<file path="src/sv/bdhe_pkg.sv">
// shared types and constants for the button debouncer with hold events
package bdhe_pkg;

   localparam int unsigned COUNT_W     = 16;
   localparam int unsigned CSR_INDEX_W = 8;
   localparam int unsigned CSR_DATA_W  = 16;
   localparam int unsigned CLEAR_W     = 3;

   localparam logic [COUNT_W-1:0] COUNT_MAX      = {COUNT_W{1'b1}};
   localparam logic [COUNT_W-1:0] DEBOUNCE_RESET = COUNT_W'(50);
   localparam logic [COUNT_W-1:0] HOLD_RESET     = COUNT_W'(500);

   // bit positions within the clear mask
   localparam int unsigned CLR_PRESS   = 0;
   localparam int unsigned CLR_HOLD    = 1;
   localparam int unsigned CLR_RELEASE = 2;

   typedef enum logic [CSR_INDEX_W-1:0] {
      CSR_DEBOUNCE = 8'd0,
      CSR_HOLD     = 8'd1
   } csr_index_type;

   // button status kept between ticks
   typedef struct packed {
      logic ev_hold;
      logic held;
      logic ev_release;
      logic ev_press;
      logic was_pressed;
      logic pressed;
   } status_type;

   // one result
   typedef struct packed {
      logic is_pressed;
      logic is_held;
      logic press_event;
      logic hold_event;
      logic release_event;
   } result_type;

endpackage

</file>
<file path="src/sv/bdhe_step.sv">
// per-tick status update: counter, debounce sampling, edge and hold detection
module bdhe_step (
   input  bdhe_pkg::status_type                  status,
   input  logic [bdhe_pkg::COUNT_W-1:0]          count,
   input  logic                                  pin_level,
   input  logic [bdhe_pkg::CLEAR_W-1:0]          clear_events,
   input  logic [bdhe_pkg::COUNT_W-1:0]          debounce_ms,
   input  logic [bdhe_pkg::COUNT_W-1:0]          hold_ms,
   output bdhe_pkg::status_type                  status_next,
   output logic [bdhe_pkg::COUNT_W-1:0]          count_next,
   output bdhe_pkg::result_type                  result
);
   import bdhe_pkg::*;

   logic [COUNT_W-1:0] count_inc;
   logic [COUNT_W-1:0] elapsed;
   logic               pressed_smp;
   status_type         upd;

   always_comb begin
      // saturating tick counter
      count_inc   = (count != COUNT_MAX) ? count + COUNT_W'(1) : count;
      pressed_smp = (count_inc > debounce_ms) ? ~pin_level : status.pressed;

      upd         = status;
      upd.pressed = pressed_smp;
      count_next  = count_inc;
      elapsed     = count_inc;

      if (status.was_pressed && !pressed_smp) begin
         // release clears everything but the release event
         upd            = '0;
         upd.ev_release = 1'b1;
         count_next     = '0;
      end else if (!status.was_pressed && pressed_smp) begin
         upd             = '0;
         upd.pressed     = 1'b1;
         upd.was_pressed = 1'b1;
         upd.ev_press    = 1'b1;
         count_next      = '0;
         elapsed         = '0;
      end

      if (upd.pressed && !upd.held && (elapsed >= hold_ms)) begin
         upd.held    = 1'b1;
         upd.ev_hold = 1'b1;
      end

      result.is_pressed    = upd.pressed;
      result.is_held       = upd.held;
      result.press_event   = upd.ev_press;
      result.hold_event    = upd.ev_hold;
      result.release_event = upd.ev_release;

      status_next = upd;
      if (clear_events[CLR_PRESS]) begin
         status_next.ev_press = 1'b0;
      end
      if (clear_events[CLR_HOLD]) begin
         status_next.ev_hold = 1'b0;
      end
      if (clear_events[CLR_RELEASE]) begin
         status_next.ev_release = 1'b0;
      end
   end

endmodule

</file>
<file path="src/sv/button_debounce_hold_events.sv">
// top level of the button debouncer with press, hold and release events
// Each request is one millisecond tick carrying the raw active-low pin level
// and a mask of latched events to clear after they are reported. The block
// takes one request per clock while req_stall is low and returns exactly one
// response per request. The request lands in an input register, the status
// update (saturating counter, debounce sampling, edge and hold checks) is one
// pass of logic, and the response sits in an output register. While a
// response is stalled, one more request is still taken into the input
// register. csr_ready is always high; register 0 is the debounce time,
// register 1 the hold time, other indexes are ignored. Write them only while
// no request is in flight.
module button_debounce_hold_events (
   input  logic                                  clock,
   input  logic                                  reset,
   // request channel
   input  logic                                  req_valid,
   output logic                                  req_stall,
   input  logic                                  req_pin_level,
   input  logic [bdhe_pkg::CLEAR_W-1:0]          req_clear_events,
   // response channel
   output logic                                  rsp_valid,
   input  logic                                  rsp_stall,
   output logic                                  rsp_is_pressed,
   output logic                                  rsp_is_held,
   output logic                                  rsp_press_event,
   output logic                                  rsp_hold_event,
   output logic                                  rsp_release_event,
   // register write channel
   input  logic                                  csr_valid,
   output logic                                  csr_ready,
   input  logic [bdhe_pkg::CSR_INDEX_W-1:0]      csr_index,
   input  logic [bdhe_pkg::CSR_DATA_W-1:0]       csr_data
);
   import bdhe_pkg::*;

   // configuration registers
   logic [COUNT_W-1:0] debounce_ff, debounce_in;
   logic [COUNT_W-1:0] hold_ff, hold_in;

   // input stage
   logic               in_valid_ff, in_valid_in;
   logic               in_level_ff, in_level_in;
   logic [CLEAR_W-1:0] in_clear_ff, in_clear_in;

   // button state
   status_type         status_ff, status_in;
   logic [COUNT_W-1:0] count_ff, count_in;

   // output stage
   logic               rsp_valid_ff, rsp_valid_in;
   result_type         rsp_ff, rsp_in;

   status_type         status_next;
   logic [COUNT_W-1:0] count_next;
   result_type         result;
   logic               advance;
   logic               req_take;

   bdhe_step u_step (
      .status       (status_ff),
      .count        (count_ff),
      .pin_level    (in_level_ff),
      .clear_events (in_clear_ff),
      .debounce_ms  (debounce_ff),
      .hold_ms      (hold_ff),
      .status_next  (status_next),
      .count_next   (count_next),
      .result       (result)
   );

   // input register moves on when the output register is empty or draining
   assign advance   = in_valid_ff && (!rsp_valid_ff || !rsp_stall);
   assign req_stall = in_valid_ff && !advance;
   assign req_take  = req_valid && !req_stall;
   assign csr_ready = 1'b1;

   always_comb begin
      debounce_in = debounce_ff;
      hold_in     = hold_ff;
      if (csr_valid && csr_ready) begin
         case (csr_index_type'(csr_index))
            CSR_DEBOUNCE: debounce_in = csr_data[COUNT_W-1:0];
            CSR_HOLD:     hold_in     = csr_data[COUNT_W-1:0];
            default:      ;
         endcase
      end
   end

   always_comb begin
      in_valid_in = req_take || (in_valid_ff && !advance);
      in_level_in = req_take ? req_pin_level : in_level_ff;
      in_clear_in = req_take ? req_clear_events : in_clear_ff;

      // state only moves when a tick is actually processed
      status_in = advance ? status_next : status_ff;
      count_in  = advance ? count_next : count_ff;

      rsp_valid_in = advance || (rsp_valid_ff && rsp_stall);
      rsp_in       = advance ? result : rsp_ff;
   end

   always_ff @(posedge clock) begin
      if (reset) begin
         debounce_ff  <= DEBOUNCE_RESET;
         hold_ff      <= HOLD_RESET;
         in_valid_ff  <= 1'b0;
         status_ff    <= '0;
         count_ff     <= '0;
         rsp_valid_ff <= 1'b0;
      end else begin
         debounce_ff  <= debounce_in;
         hold_ff      <= hold_in;
         in_valid_ff  <= in_valid_in;
         status_ff    <= status_in;
         count_ff     <= count_in;
         rsp_valid_ff <= rsp_valid_in;
      end
   end

   // payload registers, no reset needed
   always_ff @(posedge clock) begin
      in_level_ff <= in_level_in;
      in_clear_ff <= in_clear_in;
      rsp_ff      <= rsp_in;
   end

   assign rsp_valid         = rsp_valid_ff;
   assign rsp_is_pressed    = rsp_ff.is_pressed;
   assign rsp_is_held       = rsp_ff.is_held;
   assign rsp_press_event   = rsp_ff.press_event;
   assign rsp_hold_event    = rsp_ff.hold_event;
   assign rsp_release_event = rsp_ff.release_event;

`ifndef SYNTHESIS
   // stored state always has the edge tracker caught up with the pressed bit
   a_was_tracks: assert property (@(posedge clock) disable iff (reset)
      status_ff.was_pressed == status_ff.pressed)
      else $error("previous-pressed flag out of step with pressed flag");

   // held only during a press
   a_held_pressed: assert property (@(posedge clock) disable iff (reset)
      status_ff.held |-> status_ff.pressed)
      else $error("held flag set while not pressed");

   // a pending release event never survives a new press
   a_release_unpressed: assert property (@(posedge clock) disable iff (reset)
      status_ff.ev_release |-> !status_ff.pressed)
      else $error("release event pending while pressed");

   // a press edge restarts the time-since-change counter
   a_press_restarts: assert property (@(posedge clock) disable iff (reset)
      $rose(status_ff.pressed) |-> (count_ff == '0))
      else $error("counter not restarted on press");

   // state only changes when a tick passes through the update logic
   a_state_on_advance: assert property (@(posedge clock) disable iff (reset)
      !$past(advance) && !$past(reset) |-> $stable(status_ff) && $stable(count_ff))
      else $error("state changed without a processed request");
`endif

endmodule
</file>
<file path="config.mk">
export PLATFORM = sky130hd
export DESIGN_NAME = button_debounce_hold_events
export DESIGN_NICKNAME = d
export VERILOG_FILES = /design/src/sv/bdhe_pkg.sv /design/src/sv/bdhe_step.sv /design/src/sv/button_debounce_hold_events.sv
export SDC_FILE = /design/constraint.sdc
export NUM_CORES = 1
export LEC_CHECK = 0
export ABC_CLOCK_PERIOD_IN_PS = 13800
export BUFFER_PORTS_ARGS = -buffer_cell sky130_fd_sc_hd__buf_2
export CAP_MARGIN = 0
export CORE_ASPECT_RATIO = 1.4
export CORE_MARGIN = 3
export CORE_UTILIZATION = 30
export CTS_CLUSTER_SIZE = 8
export DETAILED_ROUTE_END_ITERATION = 6
export GPL_ROUTABILITY_DRIVEN = 1
export PLACE_DENSITY = 0.45
export SYNTH_ARGS = -nofsm -noshare
export SYNTH_HDL_FRONTEND = slang
export SYNTH_HIERARCHICAL = 1
export SYNTH_SLANG_ARGS = --single-unit
export TNS_END_PERCENT = 50
</file>
<file path="constraint.sdc">
create_clock -name clock -period 13.8 [get_ports clock]
set_clock_uncertainty 0.05 [all_clocks]
set_input_delay 0.69 -clock clock [delete_from_list [all_inputs] [get_ports clock]]
set_output_delay 0.69 -clock clock [all_outputs]
set_load 0.01 [all_outputs]
</file>
==> run summary <==
run status -> finished, final reports clean
Max IR drop VDD -> 0.0547 mV
share of cells above drive strength 1 -> 12.8%
Iteration-0 DRC Markers -> 111
DR pass1 iterations -> 4
Mapped Nets -> 572
largest net degree at the start of global routing -> 73
CTS tree -> yes
Crit-path slowest cell -> a21oi_2
clock buffer depth -> 2
Post-DP Area -> 4380 um2
Finished Layout Cells -> 718
FF-to-FF path depth -> 23
Max-Cap Viols -> 0
Area contributors post-synth -> dfxtp_1 28%, ha_1 10%, mux2i_1 7.6%
crit path DAT -> 6.12 ns
remaining routing DRC violations -> 0
Clock Latency Late Sink -> 0.33 ns
Die Wd -> 105 um
endpoints failing setup -> 0
GRT Total Usage -> 14.5%
worst hold path class -> register to register
fin area -> 4750 um2
endpoints failing hold -> 0
root buffer cell -> clkbuf_16
Most used DFF post-synth -> dfxtp_1
# resized after CTS -> 0
CTS hold repair buffers -> 0
clk sinks -> 65
nets -> 601
pre-CTS worst setup slack -> 7.85 ns
met2 Track Usage GR -> 25.6%
Row Count -> 49
Clock transition at path regs -> 0.06 ns
Max FO, Critical Path -> 16
CORE AREA -> 13100 um2
CP required -> 13.94 ns
busiest grt layer -> met2
GR Layer Usage met3 -> 2.70%
HPWL after DPL -> 7880 um
post-synthesis sequential area ratio -> 34.1%
Crit. End Element -> register
die area -> 15000 um2
Power, Total -> 0.500 mW
fin crit share -> 43.3%
RR Startpoint -> count_ff[0]
Syn Inst Count -> 506
initial antenna violation count -> 0
crit path capture -> status_ff[4]
Critical Path Source Type -> register
I/O pin cnt -> 41
drt wl/cell -> 14.4 um
Post-Route WL -> 10300 um
relative slew slack -> 36.2%
# diodes -> 0
CTS Buf Count -> 9
vias in the first global route -> 3470
via/cell ratio -> 4.80
yosys warns -> 6
most frequent cells in the layout -> 62 x nand2_1, 59 x a21oi_1, 56 x dfxtp_1, 54 x inv_1, 46 x nor2_1
post-CTS setup buffers -> 0
Avg Inst Size Synth -> 8.06 um2
Leak Pwr -> 2.13 nW
crit path cell chain -> ha_1, and2_1, nand3_1, o21ai_0, nor3_1, xnor2_1, inv_1, ha_1, a21oi_1, nor3_1, nor4b_1, a31oi_2, a21oi_2, nor2_1, ha_1, o211ai_1, a21oi_1, o41ai_1, a21oi_1, o22ai_1, o211ai_1, nand2_1, a21oi_1
Setup TNS Final -> 0 ns
ANT nets after route -> 0
EDFF count, synth -> 9
crit-path max cell delay -> 0.60 ns
GP Congestion -> 0.847
final critical-path required period -> 5.98 ns
asr flop ratio synth -> 0%
most used cell, CP -> a21oi_1
Pwr Density -> 105 nW/um2
met1 Usage GRT -> 17.1%
largest area contributor in the netlist -> dfxtp_1
setup slack after layout -> 7.82 ns
DR vias -> 3444
Setup CP Type -> register to register
post-synth top area share -> 27.5%
PortBufs -> 39
Netlist cell types -> 57
total grt overflow -> 0
most common cell after layout, fill and taps aside -> nand2_1
H-tree depth -> 3
initial cell density of the core -> 31.2%
Slew Viols, Final -> 0
cell total after placement -> 702
CP Launch Point -> count_ff[0]
r2r endpoint -> status_ff[4]
#FFs+latches synth -> 65
setup slack, reg-to-reg -> 7.82 ns
first-pass GRT wire length -> 17300 um
die height -> 144 um
Slew @ Worst Pin -> 0.954 ns
RSZ-0062 raised after global routing -> no
Max Clk Rate -> 167 MHz
Area Overhead vs Synth -> 16.5%
Cell Area, Synth -> 4080 um2
[worst max-delay path, delay by kind of cell, from the launching register on]
| family | cells | cell delay (ns) |
|---|---|---|
| fa+ha+maj | 3 | 0.80 |
| simple gates | 7 | 1.28 |
| xor+xnor | 1 | 0.33 |
| compound gates | 11 | 2.92 |
| flops | 1 | 0.38 |
| buf+inv | 1 | 0.08 |
[layer usage]
| metal | vias to the layer above | share of wire, % |
|---|---|---|
| met1 | 1606 | 45 |
| met2 | 41 | 50 |
| met4 | 0 | 2.8 |
| met5 | - | 0 |
| met3 | 15 | 2.4 |
| li1 | 1782 | - |
[flip-flops by register name, indices dropped and copies added, names as in the netlist]
signal             count
rsp_hold_event         1
hold_ff               16
rsp_is_held            1
in_valid_ff            1
debounce_ff           16
rsp_press_event        1
rsp_is_pressed         1
rsp_release_event      1
status_ff              6
in_clear_ff            3
rsp_valid              1
in_level_ff            1
count_ff              16
[Yosys cell counts (2+ instances only)]
master	n
a211oi_1	3
a21oi_1	59
and2_1	2
and3_1	6
and4_1	2
buf_2	5
buf_4	3
clkbuf_1	12
dfxtp_1	56
edfxtp_1	9
ha_1	33
inv_1	54
mux2i_1	31
nand2_1	62
nand2b_1	31
nand3_1	7
nand4_1	13
nor2_1	46
nor3_1	5
nor4b_1	2
o211ai_1	3
o21ai_0	9
o21ai_1	2
o21bai_1	2
o221ai_1	2
o22ai_1	2
o31ai_1	6
or4_1	2
xnor2_1	8
xor2_1	2
[area by class of cell]
type	count	area (um2)
inverters	54	203
multi-input cells	364	2350
flip-flops and latches	65	1390
well taps	178	223
clock inverters	7	141
repair buffers	41	210
clock buffers	9	225
fillers	1376	8310
[how the worst min path moves through the flow]
| stage | start | endpoint | cells after the start |
|---|---|---|---|
| after CTS | hold_ff[1] | hold_ff[1] | 2 |
| after floorplan | status_ff[1] | status_ff[1] | 2 |
| final | hold_ff[1] | hold_ff[1] | 2 |
| after detailed placement | hold_ff[1] | hold_ff[1] | 2 |
| after global routing | hold_ff[1] | hold_ff[1] | 2 |
| after global placement | in_valid_ff | rsp_valid | 2 |
[power breakdown]
part           leakage (nW)  switching (mW)  internal (mW)
combinational          1.41          0.0139        0.00857
clock                 0.176          0.0874          0.195
sequential            0.539         0.00101          0.194
[stage by stage]
| stage | util (%) | hold WS, ns |
|---|---|---|
| 6_report | 36.4 | 0.418 |
| 5_1_grt | 36.4 | 0.445 |
| 4_1_cts | 36.4 | 0.421 |
| 3_5_place_dp | 33.6 | 0.413 |
| 3_3_place_gp | 33.6 | 0.408 |
| 2_1_floorplan | - | 0.385 |
[cells by family (layout without fill, tap and decap cells)]
family | count (synthesis) | after routing | share of synthesized area [%]
compound gates | 100 | 100 | 14.6
xor+xnor | 10 | 10 | 2.15
fa+ha+maj | 33 | 33 | 10.1
buf+inv | 77 | 111 | 8.10
flops | 65 | 65 | 34.1
mux | 31 | 31 | 7.61
other cells | 1 | 1 | 0.0920
simple gates | 189 | 189 | 23.2
No activity file was read; power rests on OpenSTA's default activity.
